`src/design/stg_pkg.sv`:
```
`timescale 1ns / 1ps
// ----------------------------------------------------------------------------
// Stepper step generator package
// Sequencer states, profile phases, register indexes, field widths and the
// fixed constants of the step generator.
// ----------------------------------------------------------------------------
package stg_pkg;

   // Sequencer states
   typedef enum logic [3:0] {
      S_READY,
      S_CMD,
      S_CMD2,
      S_PHASE,
      S_LOAD,
      S_SCALE,
      S_DIVSET,
      S_DIV,
      S_FINISH
   } stg_state_type;

   // Motion profile phases
   typedef enum logic [1:0] {
      PH_IDLE,
      PH_ACCEL,
      PH_CRUISE,
      PH_DECEL
   } stg_phase_type;

   // Register indexes
   localparam int CSR_INDEX_BITS = 2;
   localparam logic [CSR_INDEX_BITS-1:0] CSR_MAX_SPEED   = 2'd0;
   localparam logic [CSR_INDEX_BITS-1:0] CSR_CONST_SPEED = 2'd1;
   localparam logic [CSR_INDEX_BITS-1:0] CSR_MAX_DELAY   = 2'd2;
   localparam int CSR_DATA_BITS = 24;

   // Field widths
   localparam int SPEED_BITS      = 16;
   localparam int TICK_BITS       = 20;
   localparam int TARGET_BITS     = 32;
   localparam int WIDE_BITS       = 64;
   localparam int REQ_TDATA_BITS  = 40;
   localparam int RSP_TDATA_BITS  = 40;

   // Ticks per second, dividend of the half-period divider
   localparam logic [TICK_BITS-1:0] TICKS_PER_SECOND = 20'd1000000;

   // Register reset values
   localparam logic [SPEED_BITS-1:0] RESET_MAX_SPEED   = 16'd1000;
   localparam logic [SPEED_BITS-1:0] RESET_CONST_SPEED = 16'd1000;
   localparam logic [31:0]           RESET_MAX_DELAY   = 32'd1000000;

   // Bit counter of the serial units
   localparam int CNT_BITS = 5;
   localparam logic [CNT_BITS-1:0] SCALE_LAST = 5'd15;
   localparam logic [CNT_BITS-1:0] DIV_LAST   = 5'd19;

endpackage

```
`src/design/stepper_trapezoid_step_generator.sv`:
```
`timescale 1ns / 1ps
// ----------------------------------------------------------------------------
// Stepper trapezoidal step generator
// Drives step and direction levels toward an absolute target, one request
// (tick or move command) at a time, with a bit-serial speed scaler and a
// bit-serial half-period divider.
// ----------------------------------------------------------------------------
// Sequence: a tick that ends no step goes straight to the result; a tick
//   that ends a step runs S_PHASE when the phase changes, then S_LOAD, the
//   scaler on ramp steps and the divider; a move command runs S_CMD, S_CMD2 first.
// Throughput: one request at a time; the long cases are set by the bit-serial
//   speed scaler (one bit of max_speed a cycle) and the divider of
//   the half-period (one quotient bit a cycle).
// Reset: synchronous, active high; state and control registers return to
//   their defaults and the block is idle at position zero.
module stepper_trapezoid_step_generator #(
   parameter int POSITION_BITS = 32,
   parameter int DELAY_BITS    = 24
) (
   input  logic                                 clock,
   input  logic                                 reset,
   // request: tdata = target_position[31:0], ramped[32], zero fill
   input  logic                                 req_tvalid,
   output logic                                 req_tready,
   input  logic [stg_pkg::REQ_TDATA_BITS-1:0]   req_tdata,
   // request: tuser = kind
   input  logic                                 req_tuser,
   // result: tdata = step_level[0], dir_level[1], position[33:2],
   //         busy_res[34], accepted[35], zero fill
   output logic                                 rsp_tvalid,
   input  logic                                 rsp_tready,
   output logic [stg_pkg::RSP_TDATA_BITS-1:0]   rsp_tdata,
   // register writes
   input  logic                                 csr_valid,
   output logic                                 csr_ready,
   input  logic [stg_pkg::CSR_INDEX_BITS-1:0]   csr_index,
   input  logic [stg_pkg::CSR_DATA_BITS-1:0]    csr_data
);

   localparam int QW        = POSITION_BITS - 2;
   localparam int WIDE_BITS = stg_pkg::WIDE_BITS;
   localparam int SPEED_W   = stg_pkg::SPEED_BITS;
   localparam int TICK_W    = stg_pkg::TICK_BITS;

   // Sequencer and profile state
   stg_pkg::stg_state_type state_ff, state_in;
   stg_pkg::stg_phase_type phase_ff, phase_in;
   logic                     pulse_ff, pulse_in;
   logic                     dir_ff, dir_in;
   logic                     ramp_ff, ramp_in;
   logic                     acc_ff, acc_in;
   logic [POSITION_BITS-1:0] cur_pos_ff, cur_pos_in;
   logic [POSITION_BITS-1:0] goal_ff, goal_in;
   logic [POSITION_BITS-1:0] steps_left_ff, steps_left_in;
   logic [POSITION_BITS-1:0] cruise_ff, cruise_in;
   logic [QW-1:0]            ramp_index_ff, ramp_index_in;
   logic [QW-1:0]            quarter_ff, quarter_in;
   logic [DELAY_BITS-1:0]    timer_ff, timer_in;
   logic [DELAY_BITS-1:0]    period_ff, period_in;

   // Configuration registers
   logic [SPEED_W-1:0]       max_speed_ff, max_speed_in;
   logic [SPEED_W-1:0]       const_speed_ff, const_speed_in;
   logic [DELAY_BITS-1:0]    max_delay_ff, max_delay_in;

   // Serial unit working registers
   logic [stg_pkg::CNT_BITS-1:0] bit_cnt_ff, bit_cnt_in;
   logic [SPEED_W-1:0]       mult_ff, mult_in;
   logic [QW-1:0]            numer_ff, numer_in;
   logic [QW-1:0]            rem_ff, rem_in;
   logic [SPEED_W-1:0]       speed_ff, speed_in;
   logic [TICK_W-1:0]        div_ff, div_in;
   logic [SPEED_W-1:0]       hrem_ff, hrem_in;

   // Result register
   logic                                rsp_valid_ff, rsp_valid_in;
   logic [stg_pkg::RSP_TDATA_BITS-1:0]  rsp_data_ff, rsp_data_in;

   // Combinational helpers
   logic signed [WIDE_BITS-1:0] tgt_wide;
   logic [POSITION_BITS-1:0]    tgt_pos;
   logic signed [WIDE_BITS-1:0] pos_wide;
   logic [POSITION_BITS-1:0]    total;
   logic [DELAY_BITS:0]         tsum;
   logic [QW+1:0]               srem2;
   logic [QW+1:0]               sq1;
   logic [QW+1:0]               sq2;
   logic [QW+1:0]               srem_new;
   logic [1:0]                  sdigit;
   logic [SPEED_W:0]            hrem2;
   logic                        hbit;
   logic [SPEED_W:0]            hrem_new;
   logic [TICK_W-1:0]           quotient;
   logic [DELAY_BITS-1:0]       half_sat;
   logic [POSITION_BITS-1:0]    phase_count;
   stg_pkg::stg_phase_type      phase_next;
   logic                        phase_end;

   // Sign-extend the target and wrap it to the position width
   assign tgt_wide = WIDE_BITS'($signed(req_tdata[stg_pkg::TARGET_BITS-1:0]));
   assign tgt_pos  = tgt_wide[POSITION_BITS-1:0];
   assign pos_wide = WIDE_BITS'($signed(cur_pos_ff));

   // Distance still to travel
   assign total = dir_ff ? (goal_ff - cur_pos_ff) : (cur_pos_ff - goal_ff);

   // Half-period timer advance
   assign tsum = {1'b0, timer_ff} + (DELAY_BITS+1)'(1);

   // Speed scaler: one bit of max_speed a cycle, quotient digit 0..2
   always_comb begin
      srem2  = {1'b0, rem_ff, 1'b0} + (mult_ff[SPEED_W-1] ? (QW+2)'(numer_ff) : '0);
      sq1    = (QW+2)'(quarter_ff);
      sq2    = (QW+2)'({quarter_ff, 1'b0});
      if (srem2 >= sq2) begin
         srem_new = srem2 - sq2;
         sdigit   = 2'd2;
      end else if (srem2 >= sq1) begin
         srem_new = srem2 - sq1;
         sdigit   = 2'd1;
      end else begin
         srem_new = srem2;
         sdigit   = 2'd0;
      end
   end

   // Half-period divider: restoring, one quotient bit a cycle
   always_comb begin
      hrem2 = {hrem_ff, div_ff[TICK_W-1]};
      hbit  = (hrem2 >= {1'b0, speed_ff});
      hrem_new = hbit ? (hrem2 - {1'b0, speed_ff}) : hrem2;
      quotient = {div_ff[TICK_W-2:0], hbit};
      if (32'(quotient) > 32'(max_delay_ff)) begin
         half_sat = max_delay_ff;
      end else begin
         half_sat = DELAY_BITS'(quotient);
      end
   end

   // Next profile phase and its step count
   always_comb begin
      phase_next  = stg_pkg::PH_IDLE;
      phase_count = '0;
      phase_end   = 1'b0;
      unique case (phase_ff)
         stg_pkg::PH_IDLE: begin
            phase_next  = ramp_ff ? stg_pkg::PH_ACCEL : stg_pkg::PH_CRUISE;
            phase_count = ramp_ff ? POSITION_BITS'(quarter_ff) : cruise_ff;
         end
         stg_pkg::PH_ACCEL: begin
            phase_next  = stg_pkg::PH_CRUISE;
            phase_count = cruise_ff;
         end
         stg_pkg::PH_CRUISE: begin
            if (ramp_ff) begin
               phase_next  = stg_pkg::PH_DECEL;
               phase_count = POSITION_BITS'(quarter_ff);
            end else begin
               phase_end = 1'b1;
            end
         end
         stg_pkg::PH_DECEL: begin
            phase_end = 1'b1;
         end
         default: begin
            phase_end = 1'b1;
         end
      endcase
   end

   // Next state and datapath updates
   always_comb begin
      state_in       = state_ff;
      phase_in       = phase_ff;
      pulse_in       = pulse_ff;
      dir_in         = dir_ff;
      ramp_in        = ramp_ff;
      acc_in         = acc_ff;
      cur_pos_in     = cur_pos_ff;
      goal_in        = goal_ff;
      steps_left_in  = steps_left_ff;
      cruise_in      = cruise_ff;
      ramp_index_in  = ramp_index_ff;
      quarter_in     = quarter_ff;
      timer_in       = timer_ff;
      period_in      = period_ff;
      max_speed_in   = max_speed_ff;
      const_speed_in = const_speed_ff;
      max_delay_in   = max_delay_ff;
      bit_cnt_in     = bit_cnt_ff;
      mult_in        = mult_ff;
      numer_in       = numer_ff;
      rem_in         = rem_ff;
      speed_in       = speed_ff;
      div_in         = div_ff;
      hrem_in        = hrem_ff;
      rsp_valid_in   = rsp_valid_ff && !rsp_tready;
      rsp_data_in    = rsp_data_ff;
      req_tready     = (state_ff == stg_pkg::S_READY);
      csr_ready      = 1'b1;

      // Register writes
      if (csr_valid) begin
         unique case (csr_index)
            stg_pkg::CSR_MAX_SPEED:   max_speed_in   = csr_data[SPEED_W-1:0];
            stg_pkg::CSR_CONST_SPEED: const_speed_in = csr_data[SPEED_W-1:0];
            stg_pkg::CSR_MAX_DELAY:   max_delay_in   = DELAY_BITS'(csr_data);
            default: ;
         endcase
      end

      unique case (state_ff)
         stg_pkg::S_READY: begin
            if (req_tvalid) begin
               acc_in   = 1'b0;
               state_in = stg_pkg::S_FINISH;
               if (req_tuser) begin
                  // Take a move command only while idle
                  if (phase_ff == stg_pkg::PH_IDLE) begin
                     acc_in   = 1'b1;
                     dir_in   = ($signed(tgt_pos) > $signed(cur_pos_ff));
                     goal_in  = tgt_pos;
                     ramp_in  = req_tdata[stg_pkg::TARGET_BITS];
                     state_in = stg_pkg::S_CMD;
                  end
               end else if (phase_ff != stg_pkg::PH_IDLE) begin
                  // Advance the half-period timer
                  if (tsum >= {1'b0, period_ff}) begin
                     timer_in = '0;
                     if (pulse_ff) begin
                        pulse_in = 1'b0;
                     end else begin
                        cur_pos_in    = cur_pos_ff + (dir_ff ? POSITION_BITS'(1) : '1);
                        ramp_index_in = ramp_index_ff + QW'(1);
                        steps_left_in = steps_left_ff - POSITION_BITS'(1);
                        if (steps_left_ff == POSITION_BITS'(1)) begin
                           state_in = stg_pkg::S_PHASE;
                        end else begin
                           state_in = stg_pkg::S_LOAD;
                        end
                     end
                  end else begin
                     timer_in = tsum[DELAY_BITS-1:0];
                  end
               end
            end
         end

         stg_pkg::S_CMD: begin
            cruise_in  = total;
            quarter_in = total[POSITION_BITS-1:2];
            state_in   = stg_pkg::S_CMD2;
         end

         stg_pkg::S_CMD2: begin
            // Cruise covers what the two ramps leave
            if (ramp_ff) begin
               cruise_in = cruise_ff - POSITION_BITS'({quarter_ff, 1'b0});
            end
            state_in = stg_pkg::S_PHASE;
         end

         stg_pkg::S_PHASE: begin
            if (phase_end) begin
               phase_in      = stg_pkg::PH_IDLE;
               pulse_in      = 1'b0;
               steps_left_in = '0;
               state_in      = stg_pkg::S_FINISH;
            end else begin
               phase_in = phase_next;
               // Skip phases without steps
               if (phase_count != '0) begin
                  steps_left_in = phase_count;
                  ramp_index_in = '0;
                  state_in      = stg_pkg::S_LOAD;
               end
            end
         end

         stg_pkg::S_LOAD: begin
            if (phase_ff == stg_pkg::PH_ACCEL || phase_ff == stg_pkg::PH_DECEL) begin
               numer_in   = (phase_ff == stg_pkg::PH_ACCEL) ? ramp_index_ff
                                                            : (quarter_ff - ramp_index_ff);
               mult_in    = max_speed_ff;
               rem_in     = '0;
               speed_in   = '0;
               bit_cnt_in = stg_pkg::SCALE_LAST;
               state_in   = stg_pkg::S_SCALE;
            end else begin
               speed_in = ramp_ff ? max_speed_ff : const_speed_ff;
               state_in = stg_pkg::S_DIVSET;
            end
         end

         stg_pkg::S_SCALE: begin
            rem_in   = srem_new[QW-1:0];
            speed_in = {speed_ff[SPEED_W-2:0], 1'b0} + SPEED_W'(sdigit);
            mult_in  = {mult_ff[SPEED_W-2:0], 1'b0};
            if (bit_cnt_ff == '0) begin
               state_in = stg_pkg::S_DIVSET;
            end else begin
               bit_cnt_in = bit_cnt_ff - stg_pkg::CNT_BITS'(1);
            end
         end

         stg_pkg::S_DIVSET: begin
            // Zero speed takes the longest half-period
            if (speed_ff == '0) begin
               period_in = max_delay_ff;
               timer_in  = '0;
               pulse_in  = 1'b1;
               state_in  = stg_pkg::S_FINISH;
            end else begin
               div_in     = stg_pkg::TICKS_PER_SECOND;
               hrem_in    = '0;
               bit_cnt_in = stg_pkg::DIV_LAST;
               state_in   = stg_pkg::S_DIV;
            end
         end

         stg_pkg::S_DIV: begin
            hrem_in = hrem_new[SPEED_W-1:0];
            div_in  = quotient;
            if (bit_cnt_ff == '0) begin
               period_in = half_sat;
               timer_in  = '0;
               pulse_in  = 1'b1;
               state_in  = stg_pkg::S_FINISH;
            end else begin
               bit_cnt_in = bit_cnt_ff - stg_pkg::CNT_BITS'(1);
            end
         end

         stg_pkg::S_FINISH: begin
            // Hold until the result register is free
            if (!rsp_valid_ff || rsp_tready) begin
               rsp_valid_in = 1'b1;
               rsp_data_in  = '0;
               rsp_data_in[0]    = pulse_ff;
               rsp_data_in[1]    = dir_ff;
               rsp_data_in[33:2] = pos_wide[stg_pkg::TARGET_BITS-1:0];
               rsp_data_in[34]   = (phase_ff != stg_pkg::PH_IDLE);
               rsp_data_in[35]   = acc_ff;
               state_in = stg_pkg::S_READY;
            end
         end

         default: begin
            state_in = stg_pkg::S_READY;
         end
      endcase
   end

   // State and control registers
   always_ff @(posedge clock) begin
      if (reset) begin
         state_ff       <= stg_pkg::S_READY;
         phase_ff       <= stg_pkg::PH_IDLE;
         pulse_ff       <= 1'b0;
         dir_ff         <= 1'b0;
         ramp_ff        <= 1'b0;
         acc_ff         <= 1'b0;
         cur_pos_ff     <= '0;
         goal_ff        <= '0;
         steps_left_ff  <= '0;
         cruise_ff      <= '0;
         ramp_index_ff  <= '0;
         quarter_ff     <= '0;
         timer_ff       <= '0;
         period_ff      <= DELAY_BITS'(stg_pkg::RESET_MAX_DELAY);
         max_speed_ff   <= stg_pkg::RESET_MAX_SPEED;
         const_speed_ff <= stg_pkg::RESET_CONST_SPEED;
         max_delay_ff   <= DELAY_BITS'(stg_pkg::RESET_MAX_DELAY);
         rsp_valid_ff   <= 1'b0;
      end else begin
         state_ff       <= state_in;
         phase_ff       <= phase_in;
         pulse_ff       <= pulse_in;
         dir_ff         <= dir_in;
         ramp_ff        <= ramp_in;
         acc_ff         <= acc_in;
         cur_pos_ff     <= cur_pos_in;
         goal_ff        <= goal_in;
         steps_left_ff  <= steps_left_in;
         cruise_ff      <= cruise_in;
         ramp_index_ff  <= ramp_index_in;
         quarter_ff     <= quarter_in;
         timer_ff       <= timer_in;
         period_ff      <= period_in;
         max_speed_ff   <= max_speed_in;
         const_speed_ff <= const_speed_in;
         max_delay_ff   <= max_delay_in;
         rsp_valid_ff   <= rsp_valid_in;
      end
   end

   // Serial unit and result payload registers
   always_ff @(posedge clock) begin
      bit_cnt_ff  <= bit_cnt_in;
      mult_ff     <= mult_in;
      numer_ff    <= numer_in;
      rem_ff      <= rem_in;
      speed_ff    <= speed_in;
      div_ff      <= div_in;
      hrem_ff     <= hrem_in;
      rsp_data_ff <= rsp_data_in;
   end

   assign rsp_tvalid = rsp_valid_ff;
   assign rsp_tdata  = rsp_data_ff;

endmodule

```
`config.mk`:
```
export PLATFORM = sky130hd
export DESIGN_NAME = stepper_trapezoid_step_generator
export DESIGN_NICKNAME = d
export VERILOG_FILES = /design/src/design/stg_pkg.sv /design/src/design/stepper_trapezoid_step_generator.sv
export SDC_FILE = /design/constraint.sdc
export NUM_CORES = 2
export LEC_CHECK = 0
export BUFFER_PORTS_ARGS = -buffer_cell sky130_fd_sc_hd__buf_2
export CORE_ASPECT_RATIO = 0.8
export CORE_MARGIN = 2
export CORE_UTILIZATION = 30
export DETAILED_ROUTE_END_ITERATION = 10
export RECOVER_POWER = 50
export SYNTH_ARGS = -nofsm -noshare
export SYNTH_HDL_FRONTEND = slang
export SYNTH_SLANG_ARGS = --single-unit
```
`constraint.sdc`:
```
create_clock -name clock -period 6.45 [get_ports clock]
set_input_delay 0.9675 -clock clock [delete_from_list [all_inputs] [get_ports clock]]
set_output_delay 0.9675 -clock clock [all_outputs]
set_load 0.03 [all_outputs]
```
-- Yosys cells after proc, flatten, opt, wreduce, memory -nomap -nowiden
Cells that the tools add are included.
- flip-flop bits (word level): 472
- logic and storage cells: 206
- output and inout port bits: 43
- equality and inequality tests: 31
- reduce and logical (&&, ||, !) cells: 38
- bitwise operators: 2
- add/subtract/negate cells: 14
- muxes and demuxes: 89
- order comparisons: 6
- operator list (kind ; number):
    two-way mux 30 bit ; 13
    two-way mux 32 bit ; 11
    two-way mux 24 bit ; 9
    case mux 32 bit (2 select lines) ; 2
    case mux 30 bit (2 select lines) ; 2
    case mux 16 bit (2 select lines) ; 3
    case mux 32 bit (3 select lines) ; 1
    subtractor 30 bit ; 3
    two-way mux 16 bit ; 5
    case mux 24 bit (3 select lines) ; 1
    subtractor 32 bit ; 2
    two-way mux 4 bit ; 12
    case mux 24 bit (2 select lines) ; 1
    case mux 20 bit (2 select lines) ; 1
    case mux 4 bit (9 select lines) ; 1
    adder 31 x 30 -> 32 bit ; 1
    adder 32 bit ; 1
    equality test 32 x 1 -> 1 bit (second input constant) ; 1
    >= comparator 32 x 30 -> 1 bit ; 1
    >= comparator 32 x 31 -> 1 bit ; 1
    greater-than comparator 32 bit ; 1
    nonzero test 32 bit ; 1
    subtractor 32 x 1 -> 32 bit (second input constant) ; 1
    subtractor 32 x 31 -> 32 bit ; 1
    other kinds (45) ; 104

-- Longest topological paths before layout
- depth after elaboration: 8
- gate-level depth with buffers: 31

-- Worst setup path after synthesis
Ideal clock, no wire load.
- kind: reg2reg
- from: register mult_ff[15]
- to: register speed_ff[15], data pin
- clock period less this slack: 6.296 ns
- cell stages (with the launch flop): 32
- required time: 6.183 ns
- setup slack: 0.154 ns
- data arrival time: 6.029 ns
- cell sequence: edfxtp_1 clkbuf_1 and2_1 ha_1 inv_1 fa_1 nor2b_1 o31ai_1 a211oi_1 o31ai_1 o311ai_0 nor2_1 xnor2_1 ha_1 clkbuf_1 a21oi_1 o21bai_1 a221oi_1 o21ai_1 nor3b_1 nand2_1 a311o_1 nor2_4 inv_1 clkbuf_1 ha_1 ha_1 and3_1 clkbuf_1 nand4_1 xnor2_1 o21ai_0
- cells in the longest elaborated chain, start to end: 7
- elaborated cells on any way between the ends: 8
- those cells by class: add/sub: 2; order compare: 2; mux: 4
- RTL lines (item ; line ; text):
    start, declared ; stepper_trapezoid_step_generator.sv:68 ; logic [SPEED_W-1:0] mult_ff, mult_in;
    start signal, assigned ; stepper_trapezoid_step_generator.sv:400 ; mult_ff <= mult_in;
    two-way mux 30 bit (*) ; stepper_trapezoid_step_generator.sv:112 ; srem2 = {1'b0, rem_ff, 1'b0} + (mult_ff[SPEED_W-1] ? (QW+2)'(numer_ff) : '0);
    adder 31 x 30 -> 32 bit (*) ; stepper_trapezoid_step_generator.sv:112 ;
    >= comparator 32 x 30 -> 1 bit ; stepper_trapezoid_step_generator.sv:118 ; end else if (srem2 >= sq1) begin
    two-way mux 1 bit ; stepper_trapezoid_step_generator.sv:118 ;
    two-way mux 2 bit (*) ; stepper_trapezoid_step_generator.sv:115 ; if (srem2 >= sq2) begin
    adder 16 x 2 -> 16 bit (*) ; stepper_trapezoid_step_generator.sv:297 ; speed_in = {speed_ff[SPEED_W-2:0], 1'b0} + SPEED_W'(sdigit);
    case mux 16 bit (2 select lines) (*) ; stepper_trapezoid_step_generator.sv:212 ; unique case (state_ff)
    net speed_in[15] ; stepper_trapezoid_step_generator.sv:71 ; logic [SPEED_W-1:0] speed_ff, speed_in;
    end signal, assigned ; stepper_trapezoid_step_generator.sv:403 ; speed_ff <= speed_in;
    end, declared ; stepper_trapezoid_step_generator.sv:71 ;
Mark *: on every way through the listed nets, which the timed path passes. The rest lies on a longest branch.
A chain may end at the register's enable or synchronous reset.

-- Worst setup path in the final report
- from: register mult_ff[15]
- to: register rem_ff[20], data pin
- cells in the longest elaborated chain, start to end: 6
- elaborated cells on any way between the ends: 9
- those cells by class: add/sub: 3; order compare: 2; mux: 4
- RTL lines (item ; line ; text):
    two-way mux 30 bit (*) ; stepper_trapezoid_step_generator.sv:112 ;
    adder 31 x 30 -> 32 bit (*) ; stepper_trapezoid_step_generator.sv:112 ;
    subtractor 30 bit / >= comparator 32 x 30 -> 1 bit (equally long branches) ; stepper_trapezoid_step_generator.sv:119, stepper_trapezoid_step_generator.sv:118 ;
    two-way mux 30 bit ; stepper_trapezoid_step_generator.sv:118 ;
    two-way mux 30 bit (*) ; stepper_trapezoid_step_generator.sv:115 ;
    case mux 30 bit (2 select lines) (*) ; stepper_trapezoid_step_generator.sv:212 ;
    end signal, assigned ; stepper_trapezoid_step_generator.sv:402 ; rem_ff <= rem_in;
    end, declared ; stepper_trapezoid_step_generator.sv:70 ; logic [QW-1:0] rem_ff, rem_in;
Every way passes the cells marked *; elsewhere a longest branch is shown, timed or not.

==> results.tsv <==
stage	metric	value	unit
power	power.internal	7.162	mW
setup_path	arrival	6.39	ns
sta	period_minus_slack	6.034	ns
cells_and_area	final_net_count	5007	
synthesis	yosys.area_share.simple	21.17	%
synthesis	synth_compound_area_share	23.21	%
setup_path	critPathMaxFanout	25	
route	postRouteAntennaNets	0	
setup_path	cpMaxStageDelayCell	nor3_1	
grt	grt.overflow.total	0	
clocking	numCtsBuffers	58	
synthesis	synth_fa_ha_area_share	12.31	%
route	drtPass1Iterations	6	
clocking	clock_latency	0.67	ns
sta	setup_viol	0	
route	dr.first_iter.drc_count	3050	
worst_hold_path	hold_class	reg -> reg	
setup_path	cp_top_family	compound AO/OA/AOI/OAI gates	
synthesis	muxShareOfSynthArea	1.945	%
sta	slew_headroom	-89.61	%
cells_and_area	utilization	34.12	%
sta	period_share	93.55	%
floorplanning	coreArea	118900	um2
placement	dpl.cell_count	6132	
synthesis	yosysUniqueCellTypes	98	
setup_path	cpPeakStageDelay	0.57	ns
placement	io_buffers	102	
synthesis	synth_xor_xnor_area_share	5.226	%
run_status	violations	max-capacitance violations, max-slew violations	
power	p_leak	15.77	nW
clocking	cts_root_buf	clkbuf_16	
placement	dp_hpwl	83.82	mm
clocking	clockBufferDepth	3	
floorplanning	ios	115	
floorplanning	die_x	391.5	um
cells_and_area	drive_above_1_share	7.249	%
route	post-route-drc-count	0	
synthesis	yosysTopAreaCell	dfxtp_1	
cells_and_area	fillers	12470	
floorplanning	start_util	30.30	%
synthesis	synth_top_family_by_area	compound AO/OA/AOI/OAI gates	
route	vias_per_cell	5.343	
setup_path	start_kind	flip-flop	
synthesis	synth.avg_cell_area	7.944	um2
cells_and_area	fin_cells	6246	
route	num_vias	33370	
sta	clock.fmax	165.7	MHz
power	seqPwrFrac	30.5	%
power	p_per_area	283.6	nW/um2
synthesis	synth_seq_area_share	30.92	%
sta	drv_slew	394	
sta	hold_viol	0	
synthesis	ys_ff_latch	472	
cells_and_area	ff_latch_area	11140	um2
setup_path	cp.required	6.80	ns
placement	place_congestion	0.9220	
job	timing.max_cap.violations	10	
power	p_sw	4.344	mW
synthesis	synth.cell_area	36030	um2
sta	clock_skew	0.04452	ns
floorplanning	fp-row-count	113	
clocking	clk_pin_slew	0.06	ns
floorplanning	die_area	122900	um2
run_status	status	finished, violations left	
power	power_frac_comb	39.1	%
cells_and_area	multiInputGateArea	23200	um2
sta	tightest_slew	2.844	ns
grt	grt_antenna_before_repair	3	
floorplanning	dieHeight	314.0	um
setup_path	crit_type	reg -> reg	
route	wl_per_cell	17.93	um
grt	grt_first_pass_wirelength	175.1	mm
grt	grt_start_max_net_pins	162	
route	finalWirelength	112.0	mm
clocking	cts_tree	done	
synthesis	synth_ff_type	dfxtp_1	
synthesis	yosysTopAreaCellShare	16.83	%
synthesis	synthCells	4536	
grt	grt_pass1_vias	30850	
setup_path	end_kind	flip-flop	
cells_and_area	areaGrowthSynthToFinish	12.59	%
setup_path	path_cells	buf_4, and2_1, ha_1, o21ai_0, o21ai_0, nand4_1, o31a_1, nor2b_1, o21a_1, nor2_1, xnor2_1, buf_4, ha_1, nand3_1, o221ai_1, a21oi_1, o21ai_0, nor3_1, a22o_1, o211ai_4, buf_4, o211ai_1, a21oi_1	
synthesis	async_flop_share	0	%
clocking	htree_levels	2	
clocking	cts.sinks	472	
setup_path	crit_buf_inv	3	
grt	grt_usage	17.62	%
power	vdd_drop_max	0.2071	mV
synthesis	synth-edff-count	169	
synthesis	synth_warnings	0	
synthesis	synthTopCellsByArea	dfxtp_1, edfxtp_1, ha_1, a21oi_1, nand2_1	
power	swShare	37.75	%
power	clockPowerShare	30.4	%
-- cells in the mapped netlist (64+ instances only) --
cell,number
edfxtp_1,169
nand4_1,65
a21oi_1,481
clkbuf_1,167
o21ai_0,241
ha_1,340
a21o_1,105
nor2_1,403
inv_1,262
dfxtp_1,303
a211oi_1,102
xor2_1,64
nand2_1,561
xnor2_1,151
nand3_1,123
nor3_1,103
-- kinds of logic after synthesis --
logic type / after synthesis
other: 2
adder cells (fa/ha/maj): 349
flip-flops: 472
AO/OA/AOI/OAI: 1334
XOR/XNOR: 215
buffers and inverters: 478
AND/OR/NAND/NOR: 1618
multiplexers: 68
-- through the flow --
| stage | total power, mW | instance area (um2) | hold WS [ns] | TNS [ns] | worst slack [ns] |
|---|---|---|---|---|---|
| 2_1_floorplan | 6.830 | 36040 | 0.4064 | 0 | 0.1542 |
| 3_3_place_gp | 7.932 | 38510 | 0.4432 | -0.3136 | -0.07549 |
| 3_5_place_dp | 7.965 | 38510 | 0.4462 | -0.09490 | -0.03767 |
| 4_1_cts | 11.50 | 40560 | 0.4550 | 0 | 0.02380 |
| 5_1_grt | 12.21 | 40570 | 0.4813 | -0.05133 | -0.01550 |
| 6_report | 11.51 | 40570 | 0.4558 | 0 | 0.4159 |
-- path summary, 6_finish.rpt --
| check | startpoint | to | slack [ns] | depth (start not counted) |
|---|---|---|---|---|
| setup reg to reg | mult_ff[15] | rem_ff[20] | 0.42 | 23 |
| hold reg to reg | period_ff[22] | period_ff[22] | 0.46 | 2 |
| setup / recovery | mult_ff[15] | rem_ff[20] | 0.42 | 23 |
| hold / removal | period_ff[22] | period_ff[22] | 0.46 | 2 |
-- registers in the layout, summed over array words and instances, names as in the netlist, 5 cells and up --
register	count
bit_cnt_ff	5
const_speed_ff	16
cruise_ff	32
cur_pos_ff	32
div_ff	20
goal_ff	32
hrem_ff	16
max_delay_ff	24
max_speed_ff	16
mult_ff	16
numer_ff	30
period_ff	24
quarter_ff	30
ramp_index_ff	30
rem_ff	30
rsp_tdata	36
speed_ff	16
steps_left_ff	32
timer_ff	24
-- placed cells by master (no fill, tap or decap), types with 14 or more instances in the layout --
cell type | netlist | routed
a31oi_1 | 27 | 27
or3_1 | 36 | 36
nand2b_1 | 39 | 39
xnor2_1 | 151 | 149
a211oi_1 | 102 | 100
inv_1 | 262 | 262
or2_2 | 18 | 18
o31ai_1 | 35 | 33
edfxtp_1 | 169 | 169
dfxtp_1 | 303 | 303
clkbuf_16 | 0 | 64
nor2_1 | 403 | 400
ha_1 | 340 | 338
a21o_1 | 105 | 105
o211ai_1 | 45 | 45
a21oi_1 | 481 | 478
clkbuf_1 | 167 | 58
mux2i_1 | 52 | 52
buf_4 | 8 | 85
mux2_2 | 14 | 14
xor2_1 | 64 | 63
nand4_1 | 65 | 65
o21ai_1 | 21 | 21
o21bai_1 | 43 | 43
a22oi_1 | 20 | 20
o21a_1 | 48 | 48
buf_2 | 23 | 63
nor4_1 | 39 | 38
nand2_1 | 561 | 560
nor3_1 | 103 | 102
nor3b_1 | 34 | 33
nand3_1 | 123 | 122
or4_1 | 21 | 21
and3_1 | 32 | 30
and2_1 | 49 | 49
nor2b_1 | 45 | 42
o21ai_0 | 241 | 240
-- worst reg2reg max path: stages, from the launching register on --
cell and delay [ns]:
edfxtp_1 0.44, buf_4 0.21, and2_1 0.15, ha_1 0.33, o21ai_0 0.15, o21ai_0 0.22, nand4_1 0.25, o31a_1 0.37
nor2b_1 0.24, o21a_1 0.14, nor2_1 0.05, xnor2_1 0.29, buf_4 0.19, ha_1 0.30, nand3_1 0.10, o221ai_1 0.13
a21oi_1 0.24, o21ai_0 0.11, nor3_1 0.57, a22o_1 0.28, o211ai_4 0.31, buf_4 0.30, o211ai_1 0.26, a21oi_1 0.10
-- power groups by stage --
stage,combinational (mW),sequential [mW],clock [mW]
global route,5.00,3.52,3.68
CTS,4.43,3.50,3.57
detailed placement,4.40,3.56,0
global placement,4.37,3.56,0
floorplan,3.33,3.50,0
finish,4.50,3.51,3.50
-- final cells by class --
class	count	share of cell area, %
diodes	1	0.006168
well taps	1610	4.965
flip-flops and latches	472	27.46
inverters	265	2.452
repair buffers	200	2.899
multi-input cells	3589	57.20
clock buffers	83	4.395
clock inverters	26	0.6230
-- repair_timing --
item	CTS	global route
setup endpoints to repair	5	42
resized for setup	2	16
pin swaps	0	6
hold buffers	0	0
buffers inserted	0	4
-- routing by layer --
layer	track usage, %	part of all wire, %
met1	25.91	49
met2	26.78	42
met3	2.675	6.4
met4	4.300	2.1
met5	0	0
Note: power is estimated with default switching activity, not from simulation.
